--- config.mk ---
export PLATFORM = sky130hd
export DESIGN_NAME = ps2_mouse_packet_cursor_tracker
export DESIGN_NICKNAME = d
export VERILOG_FILES = /design/src/sv/pmct_pkg.sv /design/src/sv/ps2_mouse_packet_cursor_tracker.sv /design/src/sv/pmct_clamp.sv
export SDC_FILE = /design/constraint.sdc
export NUM_CORES = 1
export LEC_CHECK = 0
export ABC_AREA = 1
export BUFFER_PORTS_ARGS = -buffer_cell sky130_fd_sc_hd__buf_4
export CAP_MARGIN = 10
export CORE_ASPECT_RATIO = 0.5
export CORE_MARGIN = 10
export CORE_UTILIZATION = 66
export DETAILED_ROUTE_END_ITERATION = 8
export PLACE_DENSITY = 0.87
export SLEW_MARGIN = 25
export SYNTH_ARGS = -nofsm -noshare
export SYNTH_HDL_FRONTEND = slang
export SYNTH_SLANG_ARGS = --single-unit
export TNS_END_PERCENT = 10
--- constraint.sdc ---
create_clock -name i_clk -period 11 [get_ports i_clk]
set_clock_uncertainty 0.15 [all_clocks]
set_input_delay 1.1 -clock i_clk [delete_from_list [all_inputs] [get_ports i_clk]]
set_output_delay 1.1 -clock i_clk [all_outputs]
set_load 0.02 [all_outputs]
--- src/sv/pmct_pkg.sv ---
`timescale 1ns / 1ps
// pmct_pkg: shared types, constants and helpers for the ps/2 mouse cursor tracker
// no dependencies

package pmct_pkg;

    localparam int CoordBits = 13;
    localparam int SizeBits  = 14;
    localparam int DeltaBits = 10;
    localparam int TdataInW  = 8;
    localparam int TuserInW  = 3;
    localparam int TdataOutW = 32;
    localparam int CfgIdxW   = 1;

    localparam logic [SizeBits-1:0] CoordLimit = SizeBits'(1 << CoordBits);

    // header bit positions
    localparam int HdrLeft    = 0;
    localparam int HdrRight   = 1;
    localparam int HdrMiddle  = 2;
    localparam int HdrSync    = 3;
    localparam int HdrXSign   = 4;
    localparam int HdrYSign   = 5;

    typedef enum logic [1:0] {
        OpRxByte     = 2'd0,
        OpClearFlags = 2'd1,
        OpCentre     = 2'd2
    } t_opcode;

    typedef enum logic [1:0] {
        PhHeader = 2'd0,
        PhXByte  = 2'd1,
        PhYByte  = 2'd2
    } t_phase;

    localparam logic [CfgIdxW-1:0] CfgScreenWidth  = 1'd0;
    localparam logic [CfgIdxW-1:0] CfgScreenHeight = 1'd1;

    // zero reads as one, anything past the coordinate range is limited to it
    function automatic logic [SizeBits-1:0] eff_size(input logic [SizeBits-1:0] s);
        logic [SizeBits-1:0] r;
        r = s;
        if (s == '0) r = SizeBits'(1);
        if (s > CoordLimit) r = CoordLimit;
        return r;
    endfunction

endpackage

--- src/sv/ps2_mouse_packet_cursor_tracker.sv ---
`timescale 1ns / 1ps
// ps2_mouse_packet_cursor_tracker: 3-byte ps/2 mouse packet decoder with clamped cursor
// an accepted word goes through the input register and then the result register; stalls can hold it
// one word per cycle unless stalled; combinational update between input and result register
// reset: synchronous active-low i_rst_n clears cursor, buttons, flags, phase, screen 1024 x 768
// depends on pmct_pkg and pmct_clamp

module ps2_mouse_packet_cursor_tracker (
    input  logic                              i_clk,
    input  logic                              i_rst_n,
    // input stream
    input  logic                              s_axis_tvalid,
    output logic                              s_axis_tready,
    input  logic [pmct_pkg::TdataInW-1:0]     s_axis_tdata,  // rx_byte[7:0]
    input  logic [pmct_pkg::TuserInW-1:0]     s_axis_tuser,  // opcode[1:0], from_aux[2]
    // result stream
    output logic                              m_axis_tvalid,
    input  logic                              m_axis_tready,
    // cursor_x[12:0], cursor_y[25:13], left_down[26], right_down[27], middle_down[28],
    // left_pressed_flag[29], left_released_flag[30], zero[31]
    output logic [pmct_pkg::TdataOutW-1:0]    m_axis_tdata,
    output logic [0:0]                        m_axis_tuser,  // packet_done[0]
    // configuration writes
    input  logic                              i_cfg_valid,
    output logic                              o_cfg_ready,
    input  logic [pmct_pkg::CfgIdxW-1:0]      i_cfg_index,
    input  logic [pmct_pkg::SizeBits-1:0]     i_cfg_data
);
    import pmct_pkg::*;

    // screen size registers
    logic [SizeBits-1:0]  r_width, r_height;

    // input register
    logic                 r_in_valid;
    logic [1:0]           r_in_opcode;
    logic [7:0]           r_in_byte;
    logic                 r_in_aux;

    // decoder state
    t_phase               r_phase, n_phase;
    logic [7:0]           r_header, n_header;
    logic [7:0]           r_xbyte, n_xbyte;
    logic [CoordBits-1:0] r_pos_x, n_pos_x;
    logic [CoordBits-1:0] r_pos_y, n_pos_y;
    logic [2:0]           r_buttons, n_buttons;
    logic [1:0]           r_flags, n_flags;   // bit0 pressed, bit1 released
    logic                 n_done;

    // result register
    logic                 r_out_valid;
    logic [TdataOutW-2:0] r_out_data;
    logic                 r_out_done;

    logic                 advance;
    logic                 fire;
    logic                 is_packet_end;

    logic signed [DeltaBits-1:0] dx, dy_neg;
    logic [CoordBits-1:0] move_x, move_y;
    logic [SizeBits-1:0]  eff_w, eff_h;

    // result stage moves on when empty or being drained
    assign advance       = !r_out_valid || m_axis_tready;
    assign fire          = r_in_valid && advance;
    assign s_axis_tready = !r_in_valid || advance;
    assign o_cfg_ready   = 1'b1;

    assign m_axis_tvalid = r_out_valid;
    assign m_axis_tdata  = {1'b0, r_out_data};
    assign m_axis_tuser  = r_out_done;

    // x from header sign and stored byte; y negated since screen rows grow downward
    assign dx     = DeltaBits'($signed({r_header[HdrXSign], r_xbyte}));
    assign dy_neg = -DeltaBits'($signed({r_header[HdrYSign], r_in_byte}));

    assign eff_w  = eff_size(r_width);
    assign eff_h  = eff_size(r_height);

    pmct_clamp u_clamp_x (
        .i_pos   (r_pos_x),
        .i_delta (dx),
        .i_size  (r_width),
        .o_pos   (move_x)
    );

    pmct_clamp u_clamp_y (
        .i_pos   (r_pos_y),
        .i_delta (dy_neg),
        .i_size  (r_height),
        .o_pos   (move_y)
    );

    // third aux byte of a packet
    assign is_packet_end = fire && (r_in_opcode == OpRxByte) && r_in_aux
                           && (r_phase == PhYByte);

    // packet phase next state
    always_comb begin
        n_phase = r_phase;
        if (fire && (r_in_opcode == OpRxByte) && r_in_aux) begin
            case (r_phase)
                PhXByte: n_phase = PhYByte;
                PhYByte: n_phase = PhHeader;
                default: begin
                    // only a byte with the sync bit starts a packet
                    n_phase = r_in_byte[HdrSync] ? PhXByte : PhHeader;
                end
            endcase
        end
    end

    // datapath updates
    always_comb begin
        n_header  = r_header;
        n_xbyte   = r_xbyte;
        n_pos_x   = r_pos_x;
        n_pos_y   = r_pos_y;
        n_buttons = r_buttons;
        n_flags   = r_flags;
        n_done    = 1'b0;
        if (fire) begin
            case (r_in_opcode)
                OpRxByte: begin
                    if (r_in_aux) begin
                        case (r_phase)
                            PhXByte: n_xbyte = r_in_byte;
                            PhYByte: begin
                                n_pos_x    = move_x;
                                n_pos_y    = move_y;
                                // sticky edges of the left button
                                n_flags[0] = r_flags[0]
                                             | (r_header[HdrLeft] & ~r_buttons[0]);
                                n_flags[1] = r_flags[1]
                                             | (~r_header[HdrLeft] & r_buttons[0]);
                                n_buttons  = {r_header[HdrMiddle], r_header[HdrRight],
                                              r_header[HdrLeft]};
                                n_done     = 1'b1;
                            end
                            default: n_header = r_in_byte;
                        endcase
                    end
                end
                OpClearFlags: n_flags = '0;
                OpCentre: begin
                    n_pos_x = CoordBits'(eff_w >> 1);
                    n_pos_y = CoordBits'(eff_h >> 1);
                end
                default: ;
            endcase
        end
    end

    // configuration
    always_ff @(posedge i_clk) begin
        if (!i_rst_n) begin
            r_width  <= SizeBits'(1024);
            r_height <= SizeBits'(768);
        end else if (i_cfg_valid) begin
            case (i_cfg_index)
                CfgScreenWidth:  r_width  <= i_cfg_data;
                CfgScreenHeight: r_height <= i_cfg_data;
                default: ;
            endcase
        end
    end

    // input register
    always_ff @(posedge i_clk) begin
        if (!i_rst_n) begin
            r_in_valid <= 1'b0;
        end else if (s_axis_tready) begin
            r_in_valid <= s_axis_tvalid;
        end
    end

    always_ff @(posedge i_clk) begin
        if (s_axis_tready && s_axis_tvalid) begin
            r_in_opcode <= s_axis_tuser[1:0];
            r_in_aux    <= s_axis_tuser[2];
            r_in_byte   <= s_axis_tdata;
        end
    end

    // decoder state
    always_ff @(posedge i_clk) begin
        if (!i_rst_n) begin
            r_phase   <= PhHeader;
            r_header  <= '0;
            r_xbyte   <= '0;
            r_pos_x   <= '0;
            r_pos_y   <= '0;
            r_buttons <= '0;
            r_flags   <= '0;
        end else begin
            r_phase   <= n_phase;
            r_header  <= n_header;
            r_xbyte   <= n_xbyte;
            r_pos_x   <= n_pos_x;
            r_pos_y   <= n_pos_y;
            r_buttons <= n_buttons;
            r_flags   <= n_flags;
        end
    end

    // result register
    always_ff @(posedge i_clk) begin
        if (!i_rst_n) begin
            r_out_valid <= 1'b0;
        end else if (advance) begin
            r_out_valid <= r_in_valid;
        end
    end

    always_ff @(posedge i_clk) begin
        if (fire) begin
            r_out_data <= {n_flags[1], n_flags[0], n_buttons[2], n_buttons[1],
                           n_buttons[0], n_pos_y, n_pos_x};
            r_out_done <= n_done;
        end
    end

`ifndef SYNTHESIS
    // a completed packet always leaves the decoder waiting for a header
    a_done_phase: assert property (@(posedge i_clk) disable iff (!i_rst_n)
        r_out_valid && r_out_done |-> r_phase == PhHeader)
        else $error("packet_done shown while packet phase not at header");

    // the third byte of a packet always shows packet_done in the result register
    a_done_source: assert property (@(posedge i_clk) disable iff (!i_rst_n)
        is_packet_end |=> r_out_valid && r_out_done)
        else $error("packet end did not produce packet_done");

    // a stalled input register keeps its word
    a_in_hold: assert property (@(posedge i_clk) disable iff (!i_rst_n)
        r_in_valid && !advance |=> r_in_valid && $stable(r_in_byte)
                                   && $stable(r_in_opcode) && $stable(r_in_aux))
        else $error("input register changed while stalled");

    // the block takes input whenever the result register is free
    a_ready_free: assert property (@(posedge i_clk) disable iff (!i_rst_n)
        !r_out_valid |-> s_axis_tready)
        else $error("input not ready with empty result register");
`endif

endmodule

--- src/sv/pmct_clamp.sv ---
`timescale 1ns / 1ps
// pmct_clamp: moves one coordinate by a signed delta and clamps it to the screen
// depends on pmct_pkg

module pmct_clamp (
    input  logic [pmct_pkg::CoordBits-1:0]        i_pos,
    input  logic signed [pmct_pkg::DeltaBits-1:0] i_delta,
    input  logic [pmct_pkg::SizeBits-1:0]         i_size,
    output logic [pmct_pkg::CoordBits-1:0]        o_pos
);
    import pmct_pkg::*;

    localparam int SumW = CoordBits + 2;

    logic [SizeBits-1:0]    eff;
    logic [CoordBits-1:0]   max_pos;
    logic signed [SumW-1:0] sum;

    always_comb begin
        eff     = eff_size(i_size);
        max_pos = CoordBits'(eff - SizeBits'(1));
        sum     = $signed({2'b00, i_pos}) + SumW'(i_delta);
        if (sum < 0) begin
            o_pos = '0;
        end else if (sum > $signed({2'b00, max_pos})) begin
            o_pos = max_pos;
        end else begin
            o_pos = sum[CoordBits-1:0];
        end
    end

endmodule
==> qor.yml, run 1 <==
crit_top_cell: "nand2_1"
diodes: 0
gp_congestion: 1.11
cts_resized: 0
h-tree-depth: 4
cap_violations: 0
min_period_over_period_pct: 41.7
synth_edf_count: 43
die_y_um: 98.5
area_growth_pct: 14.0
placementRows: 28
first_pass_iters: 8
dp_hpwl_um: 17000
post_cts.repair.setup_buffers: 0
whs_ns: 0.336
final-setup-viol-count: 0
ys_ff_latch: 119
core_um2: 11900
fin_nets: 1310
tightestPinTransition_ns: 1.03
rsz0062_at_grt: "false"
cts_made_buffers: 17
grt_pass1_vias: 7625
multi_input_area_um2: 4570
max_freq_mhz: 218
power_density_nw_per_um2: 141
drc: 0
end_kind: "flip-flop"
p_leak_nw: 4.74
dp_cells: 1364
netlist_area_um2: 8130
antenna_left: 0
num_vias: 7949
ir_drop_uv: 96.1
ys.flop_type: "dfxtp_1"
cts_tree: "built"
syn_nets: 1258
port_buffers: 64
synthCells: 1166
relSlewSlack_pct: 31.3
cp_cell_sequence: "ha_1, inv_1, fa_1, nand2_1, nand2_1, nand3_1, nand2_2, a21oi_1, xor2_1, inv_1, ha_1, nand2_1, inv_1, nand3_1, nor4_1, a31oi_4, nand2_4, nand2_1, nand3_1, nand2_1, nand2_1, nand2_1, nand2_2, nand2_1"
grt_max_degree: 54
setup_slack_ns: 6.41
layout_min_cycle_time_ns: 4.59
drtIter0Drc: 738
cp-start-kind: "flip-flop"
layout.cells.non_filler: 1396
report.final.hold_viol_count: 0
die_x_um: 177
regArea_um2: 2810
syn_avg_cell_area_um2: 6.97
antenna_found_initial: 0
viasPerCell: 5.69
start_util_pct: 68.2
drive_above_1_share_pct: 12.6
ios: 67
required_ns: 11.01
clk_latency_ns: 0.42
grtUsageTotal_pct: 25.9
seq_area_frac_synth_pct: 34.6
ys.warnings.count: 0
crit_slowest_cell: "nor4_1"
arrival_ns: 4.60
clkSlewWorstSetupHoldPaths_ns: 0.06
cp_slowest_stage_delay_ns: 0.49
clockBufferDepth: 2
async_reset_ff_share_pct: 0
power_mw: 1.30
crit_fanout: 14
fillerInstances: 889
drv_slew: 0
cts.sinks: 119
hp-class: "reg2reg"
status: "finished clean"
place_area_um2: 8650
dp_slack_ns: 6.50
design_area_um2: 9260
cp_top_family: "simple AND/OR/NAND/NOR gates"
grt-ovfl-total: 0
tns_ns: 0
detail_route.wirelength_um: 22800
cts_hold_buf: 0
netlist-cell-type-count: 45
fin_util_pct: 77.8
critPathBufInv: 3
wl_per_cell_um: 16.3
critPathKind: "reg2reg"
die_area_um2: 17400
ctsRootBufferMaster: "clkbuf_16"
grt_pass1_wl_um: 37000
registers in the layout, indices dropped and copies added, names as in the netlist:
register and cells:
r_pos_y 13, r_height 14, r_pos_x 13, r_out_data 31
m_axis_tvalid 1, m_axis_tuser 1, r_in_opcode 2, r_header 5
r_in_byte 8, r_in_valid 1, r_buttons 3, r_xbyte 8
r_phase 2, r_in_aux 1, r_width 14, r_flags 2
Yosys cell counts (4+ instances only):
cell type / number / share of area, %
inv_1: 133 / 6.1
xnor2_1: 6 / 0.65
o21ai_0: 60 / 3.7
or2_2: 6 / 0.46
dfxtp_1: 76 / 19
a21oi_1: 72 / 4.4
edfxtp_1: 43 / 16
o21bai_1: 7 / 0.65
nand2_1: 377 / 17
ha_1: 59 / 9.1
clkbuf_1: 20 / 0.92
nor3_1: 4 / 0.25
xor2_1: 27 / 2.9
nor2_1: 89 / 4.1
clkinv_1: 5 / 0.23
nand2_2: 13 / 1.0
a21oi_2: 13 / 1.4
o21ai_1: 12 / 0.74
nand3_1: 85 / 5.2
buf_4: 9 / 0.83
inv_2: 7 / 0.32
o41ai_1: 5 / 0.54
placed cells by master, fill, tap and decap left out, types with 2 or more instances in the layout:
cell / synthesis / layout
o21bai_1: 7 / 7
or2_2: 6 / 6
a21oi_1: 72 / 72
o21ai_1: 12 / 12
o41ai_1: 5 / 5
o31ai_1: 2 / 2
ha_1: 59 / 59
edfxtp_1: 43 / 43
clkinv_1: 5 / 5
buf_4: 9 / 69
o21ai_2: 2 / 2
o21ai_0: 60 / 60
a21oi_2: 13 / 13
inv_8: 0 / 5
nand2_1: 377 / 377
bufinv_16: 0 / 2
nor2_4: 2 / 2
xor2_1: 27 / 27
inv_6: 0 / 3
inv_2: 7 / 8
a21o_1: 3 / 3
clkbuf_16: 0 / 17
conb_1: 2 / 2
nand2_4: 2 / 2
fa_1: 2 / 2
xnor2_1: 6 / 6
nor2_2: 3 / 3
inv_1: 133 / 132
nand3_1: 85 / 85
nor2_1: 89 / 89
nand2_2: 13 / 13
clkinv_4: 0 / 4
nor4_1: 2 / 2
dfxtp_1: 76 / 76
nor3_1: 4 / 4
cell families after synthesis:
logic type	synth area share, %
adder cells (fa/ha/maj)	9.58
AND/OR/NAND/NOR	29.8
buffers and inverters	9.15
XOR/XNOR	3.56
other	0.0924
AO/OA/AOI/OAI	13.2
flip-flops	34.6
path summary, 6_finish.rpt:
path	cells past startpoint	from	endpoint	slack, ns
worst min-delay path	2	r_flags[0]	r_flags[0]	0.34
worst max register to register	24	r_in_byte[0]	r_out_data[19]	6.41
worst min register to register	2	r_flags[0]	r_flags[0]	0.34
worst max-delay path	24	r_in_byte[0]	r_out_data[19]	6.41
where the power goes:
part	internal, mW	switching (mW)
Combinational	0.0796	0.154
Sequential	0.474	0.0138
Clock	0.345	0.237
per-layer routing:
layer | GRT usage, % | wire length (um) | vias up
li1 | - | - | 3870
met1 | 29.8 | 9160 | 3654
met2 | 45.0 | 11100 | 340
met3 | 5.71 | 1530 | 85
met4 | 13.0 | 966 | 0
met5 | 0 | 0 | -
worst reg2reg max path, delay by kind of cell, from the launching register on:
kind	cells	cell delay (ns)
buffers and inverters	3	0.21
DFF	1	0.40
xor gates and xnor gates	1	0.24
AOI/OAI and AO/OA	2	0.56
and+or+nand+nor	15	1.88
adders and majority gates	3	0.90
layout make-up:
class	instances	area share, %
sequential	119	30.4
inverter	145	5.88
clock buffer	17	4.59
tap	165	2.23
clock inverter	15	2.00
multi-input combinational	866	49.3
timing repair buffer	69	5.59
Power figures use the tool's default switching activity.
==> run 2, diff against run 1 <==
Settings changed: CORE_UTILIZATION 66 to 61, PLACE_DENSITY 0.87 to 0.81.
Clock period 11 ns to 4.7 ns, I/O delays scaled along.
==> run 2 against run 1 <==
  * Via count is 1.1% lower
  * Routed wire length is 0.29% lower
  * Register-to-register slack worse by 6.1 ns
  * Sequential share of layout area is 0.11 points lower
  * Utilization is 5.4 points lower
  * Hold slack worse by 0.27 ns
  * Critical path depth is 1 higher
  * Cell area is 0.38% higher
  * Cell count is 0.43% higher
  * Total power is 140% higher
  * Sequential power is 130% higher
  * Non-clock buffer count is 1 higher
  * Critical path type unchanged
  * Largest cell class unchanged
  * Largest power group unchanged
  * Highest routed layer unchanged
==> qor.yml, run 2 (synthesis results as in run 1) <==
status: "finished clean"
power_density_nw_per_um2: 330  # +130%
ios: 67  # unchanged
drc: 0  # unchanged
clk_latency_ns: 0.43  # about the same
crit_fanout: 14  # unchanged
largest_reg_flops: 31  # unchanged
die_x_um: 183  # +3.6%
die_area_um2: 18600  # +6.9%
power_mw: 3.07  # +140%
cp.depth: 25  # +4.2%
antenna_found_initial: 0  # unchanged
viasPerCell: 5.61  # -1.5%
max_flop_register: "r_out_data"
crit_slowest_cell: "o211ai_4"
report.final.hold_viol_count: 0  # unchanged
drtIter0Drc: 738  # unchanged
ctsRootBufferMaster: "clkbuf_16"
detail_route.wirelength_um: 22700  # -0.29%
min_period_over_period_pct: 92.9  # +51 points
ir_drop_uv: 211  # +120%
clockBufferDepth: 2  # unchanged
grtUsageTotal_pct: 24.8  # -1.1 points
drive_above_1_share_pct: 12.7  # +0.15 points
grt_pass1_wl_um: 37300  # +0.78%
rr_worst_depth: 25  # +4.2%
dp_hpwl_um: 17000  # -0.39%
critPathKind: "reg2reg"
tns_ns: 0  # unchanged
max_freq_mhz: 229  # +5.2%
grt_pass1_vias: 7583  # -0.55%
grt_max_degree: 54  # unchanged
cp-start-kind: "flip-flop"
layout_min_cycle_time_ns: 4.37  # -0.225 ns
core_um2: 12800  # +7.8%
num_vias: 7860  # -1.1%
area_growth_pct: 14.4
tightestPinTransition_ns: 0.938  # -0.0888 ns
min_path_cells: 1  # -1
h-tree-depth: 4  # unchanged
rrSetupSlack_ns: 0.33  # -6.08 ns
first_pass_iters: 8  # unchanged
arrival_ns: 4.50  # -0.10 ns
gp_congestion: 0.979  # -11%
dp_cells: 1370  # +0.44%
die_y_um: 102  # +3.2%
layout.cells.non_filler: 1402  # +0.43%
clkSlewWorstSetupHoldPaths_ns: 0.06  # about the same
start_util_pct: 63.3  # -5.0 points
cts_hold_buf: 0  # unchanged
p_leak_nw: 4.74  # about the same
end_kind: "flip-flop"
top_regs: "r_out_data x31, r_height x14, r_width x14"
relSlewSlack_pct: 37.2  # +5.9 points
required_ns: 4.83  # -6.18 ns
drv_slew: 0  # unchanged
final-setup-viol-count: 0  # unchanged
cts_tree: "built"
fin_nets: 1311  # +0.076%
placementRows: 29  # +3.6%
rsz0062_at_grt: "false"
antenna_left: 0  # unchanged
grt-ovfl-total: 0  # unchanged
hp-class: "in2reg"
cts_made_buffers: 17  # unchanged
mostFrequentLayoutCells: "nand2_1, inv_1, nor2_1"
wl_per_cell_um: 16.2  # -0.71%
diodes: 0  # unchanged
crit_top_cell: "nand2_1"
critPathBufInv: 4  # +1
cap_violations: 0  # unchanged
mostFrequentLayoutCell: "nand2_1"
port_buffers: 64  # unchanged
cp_slowest_stage_delay_ns: 0.42  # -0.07 ns
cp_top_family: "simple AND/OR/NAND/NOR gates"
cts.sinks: 119  # unchanged
## run 2: worst register-to-register path: stages, from the launching register on
cell	delay, ns
edfxtp_1	0.39
ha_1	0.21
inv_1	0.08
fa_1	0.38
nand2_1	0.09
nand2_1	0.10
nand3_1	0.18
nand2_2	0.13
a21oi_1	0.26
xor2_1	0.28
inv_1	0.07
ha_1	0.29
nand2_1	0.05
inv_1	0.06
nand3_1	0.11
inv_1	0.08
a21oi_1	0.09
o211ai_4	0.42
nand2_4	0.20
nand2_1	0.11
nand3_1	0.08
nand2_1	0.10
nand2_1	0.05
nand2_1	0.08
nand2_1	0.09
nand2_1	0.10
## run 2: path summary, 6_finish.rpt
kind	start	to
worst max register to register	r_in_byte[0]	r_out_data[15]
worst max-delay path	r_in_byte[0]	r_out_data[15]
worst min register to register	r_width[7]	r_width[7]
worst min-delay path	s_axis_tuser[0]	r_in_opcode[0]
## run 2: final cells by class
class / count / area (um^2)
Timing Repair Buffer: 70 / 526
Clock buffer: 19 / 454
Tap cell: 170 / 213
Sequential cell: 119 / 2810
Multi-Input combinational cell: 866 / 4580
Clock inverter: 13 / 169
Inverter: 145 / 544
Fill cell: 1054 / 3550
## run 2: timing repair
action,4_1_cts,5_1_grt
endpoints found under the setup margin,0,17
resized for setup,0,1
endpoints found under the hold margin,0,0
setup buffers,0,0
## run 2: stage by stage
| stage | util (%) | area (um^2) | setup slack [ns] | hold slack (ns) |
|---|---|---|---|---|
| after floorplan | - | 8130 | 1.08 | 0.300 |
| after global placement | 67.5 | 8670 | 0.350 | 0.324 |
| after detailed placement | 67.5 | 8670 | 0.306 | 0.335 |
| after CTS | 72.3 | 9290 | 0.257 | 0.0654 |
| after global routing | 72.4 | 9300 | 0.0121 | 0.0662 |
| final | 72.4 | 9300 | 0.334 | 0.0699 |
## run 2: power breakdown
group	internal [mW]	leakage, nW	switching [mW]
sequential	1.11	1.03	0.0323
combinational	0.188	3.42	0.365
clock	0.869	0.291	0.507
total	2.17	4.74	0.904
## run 2: layer usage
| metal | vias to the layer above | share of wire [%] | GRT usage, % |
|---|---|---|---|
| li1 | 3867 | - | - |
| met4 | 0 | 4.0 | 12.9 |
| met1 | 3652 | 42 | 30.2 |
| met5 | - | 0 | 0 |
| met2 | 271 | 47 | 41.8 |
| met3 | 70 | 6.1 | 4.57 |
==> run 3, diff against run 2 <==
Settings changed: CORE_UTILIZATION 61 to 57, PLACE_DENSITY 0.81 to 0.77.
==> run 3 against run 2 <==
  * Sequential share of layout area hardly changed
  * Die area increased by 5.9%
  * Total power is 0.25% lower
  * First-iteration DRC count shrank 10%
  * Combinational power hardly changed
  * Non-clock buffer count did not move
  * Maximum frequency grew 3.2%
  * Utilization fell by 4.6 points
  * Hold slack gained 0.012 ns
  * Flip-flop and latch count stayed put
  * Sequential power about the same
  * Critical endpoint is now r_out_data[17]
  * Largest power group unchanged
==> qor.yml, run 3 (synthesis results as in run 1) <==
fin_util_pct: 67.8  # -4.6 points
worstHoldStart: "s_axis_tdata[6]"
drive_above_1_share_pct: 12.7  # -0.081 points
crit_fanout: 14  # unchanged
min_period_over_period_pct: 90.0  # -2.9 points
tns_ns: 0  # unchanged
cp.depth: 24  # -4.0%
dp_hpwl_um: 16800  # -1.3%
report.final.hold_viol_count: 0  # unchanged
grt_pass1_wl_um: 35900  # -3.9%
grt_max_degree: 54  # unchanged
post_cts.repair.setup_buffers: 0  # unchanged
drtIter0Drc: 662  # -10%
end_kind: "flip-flop"
grtUsageTotal_pct: 22.1  # -2.7 points
rr_worst_depth: 24  # -4.0%
relSlewSlack_pct: 37.0  # -0.20 points
clkSlewWorstSetupHoldPaths_ns: 0.06  # about the same
startpoint: "r_in_byte[0]"
core_um2: 13700  # +7.0%
grt_pass1_vias: 7335  # -3.3%
port_buffers: 64  # unchanged
met2_length_um: 10700  # -0.77%
crit_slowest_cell: "edfxtp_1"
ctsRootBufferMaster: "clkbuf_16"
cp-start-kind: "flip-flop"
antenna_found_initial: 0  # unchanged
drc: 0  # unchanged
largest_reg_flops: 31  # unchanged
grt-ovfl-total: 0  # unchanged
wl_met1_um: 9750  # +1.1%
fin_nets: 1311  # unchanged
cap_violations: 0  # unchanged
viasPerCell: 5.42  # -3.3%
dp_slack_ns: 0.599  # +0.294 ns
arrival_ns: 4.25  # -0.25 ns
seq_power_share_pct: 37.3  # about the same
die_area_um2: 19700  # +5.9%
min_path_cells: 1  # unchanged
routed-wl-met3_um: 1080  # -22%
num_vias: 7718  # -1.8%
clk_latency_ns: 0.42  # about the same
p_int_mw: 2.15  # -1.0%
detail_route.wirelength_um: 22200  # -2.2%
cts_tree: "built"
rsz0062_at_grt: "false"
drv_slew: 0  # unchanged
final-setup-viol-count: 0  # unchanged
cp_top_family: "simple AND/OR/NAND/NOR gates"
area_growth_pct: 14.6
ios: 67  # unchanged
clockBufferDepth: 2  # unchanged
required_ns: 4.72  # -0.11 ns
cp_cell_sequence: "ha_1, inv_1, fa_1, nand2_1, nand2_1, nand3_1, nand2_2, a21oi_1, xor2_1, inv_1, ha_1, nand2_1, inv_1, nand3_1, nor4_1, a31oi_4, nand2_4, nand2_1, nand3_1, nand2_1, nand2_1, nand2_1, nand2_2, nand2_1"
mostFrequentLayoutCells: "nand2_1, inv_1, nor2_1"
netSwitchingPower_mw: 0.918  # +1.6%
cp_slowest_stage_delay_ns: 0.39  # -0.03 ns
die_y_um: 104  # +2.8%
cts_resized: 0  # unchanged
clockPowerShare_pct: 44.6  # -0.2 points
mostFrequentLayoutCell: "nand2_1"
start_util_pct: 59.1  # -4.1 points
h-tree-depth: 4  # unchanged
cts_made_buffers: 17  # unchanged
ir_drop_uv: 220  # +4.1%
top_regs: "r_out_data x31, r_height x14, r_width x14"
critPathBufInv: 3  # -1
max_freq_mhz: 236  # +3.2%
tightestPinTransition_ns: 0.941  # +0.00301 ns
crit_top_cell: "nand2_1"
layout_min_cycle_time_ns: 4.23  # -0.135 ns
highest_layer: "met4"
gp_congestion: 1.00  # +2.3%
p_leak_nw: 4.74  # about the same
setup_slack_ns: 0.470  # +0.135 ns
first_pass_iters: 5  # -3
power_density_nw_per_um2: 329  # -0.40%
hp-class: "in2reg"
critPathKind: "reg2reg"
status: "finished clean"
whs_ns: 0.0821  # +0.0121 ns
wl_per_cell_um: 15.6  # -3.7%
placementRows: 30  # +3.4%
fillerInstances: 1195  # +13%
max_flop_register: "r_out_data"
cts_hold_buf: 0  # unchanged
cts.sinks: 119  # unchanged
diodes: 0  # unchanged
power_mw: 3.06  # -0.25%
r2r-start: "r_in_byte[0]"
antenna_left: 0  # unchanged
p_sw_share_pct: 30.0  # +0.54 points
combPwrFrac_pct: 18.1  # about the same
die_x_um: 189  # +3.1%
## run 3: final timing paths
path                          to  slack (ns)
setup reg to reg  r_out_data[17]        0.47
setup / recovery  r_out_data[17]        0.47
hold reg to reg       r_width[0]        0.34
hold / removal      r_in_byte[6]        0.08
## run 3: area by class of cell
type | instances | area [um^2] | area share, %
inverter | 145 | 544 | 5.85
clock inverter | 15 | 190 | 2.04
clock buffer | 17 | 425 | 4.57
tap | 192 | 240 | 2.58
multi-input combinational | 866 | 4570 | 49.1
timing repair buffer | 70 | 526 | 5.64
sequential | 119 | 2810 | 30.2
## run 3: metal layers
layer,vias up,GRT usage [%]
li1,3868,-
met5,-,0
met1,3559,26.9
met3,53,4.18
met4,0,9.12
met2,238,37.6
## run 3: through the flow
step | cells | cell area [um^2]
floorplan | 1166 | 8130
global placement | 1392 | 8690
detailed placement | 1392 | 8690
CTS | 1424 | 9310
global route | 1424 | 9310
finish | 1424 | 9310
## run 3: power groups by stage
stage | Clock, mW | Sequential [mW] | Combinational, mW
6_report | 1.37 | 1.14 | 0.553
2_1_floorplan | 0 | 1.17 | 0.385
4_1_cts | 1.38 | 1.14 | 0.546
3_3_place_gp | 0 | 1.16 | 0.529
5_1_grt | 1.43 | 1.15 | 0.622
3_5_place_dp | 0 | 1.16 | 0.539
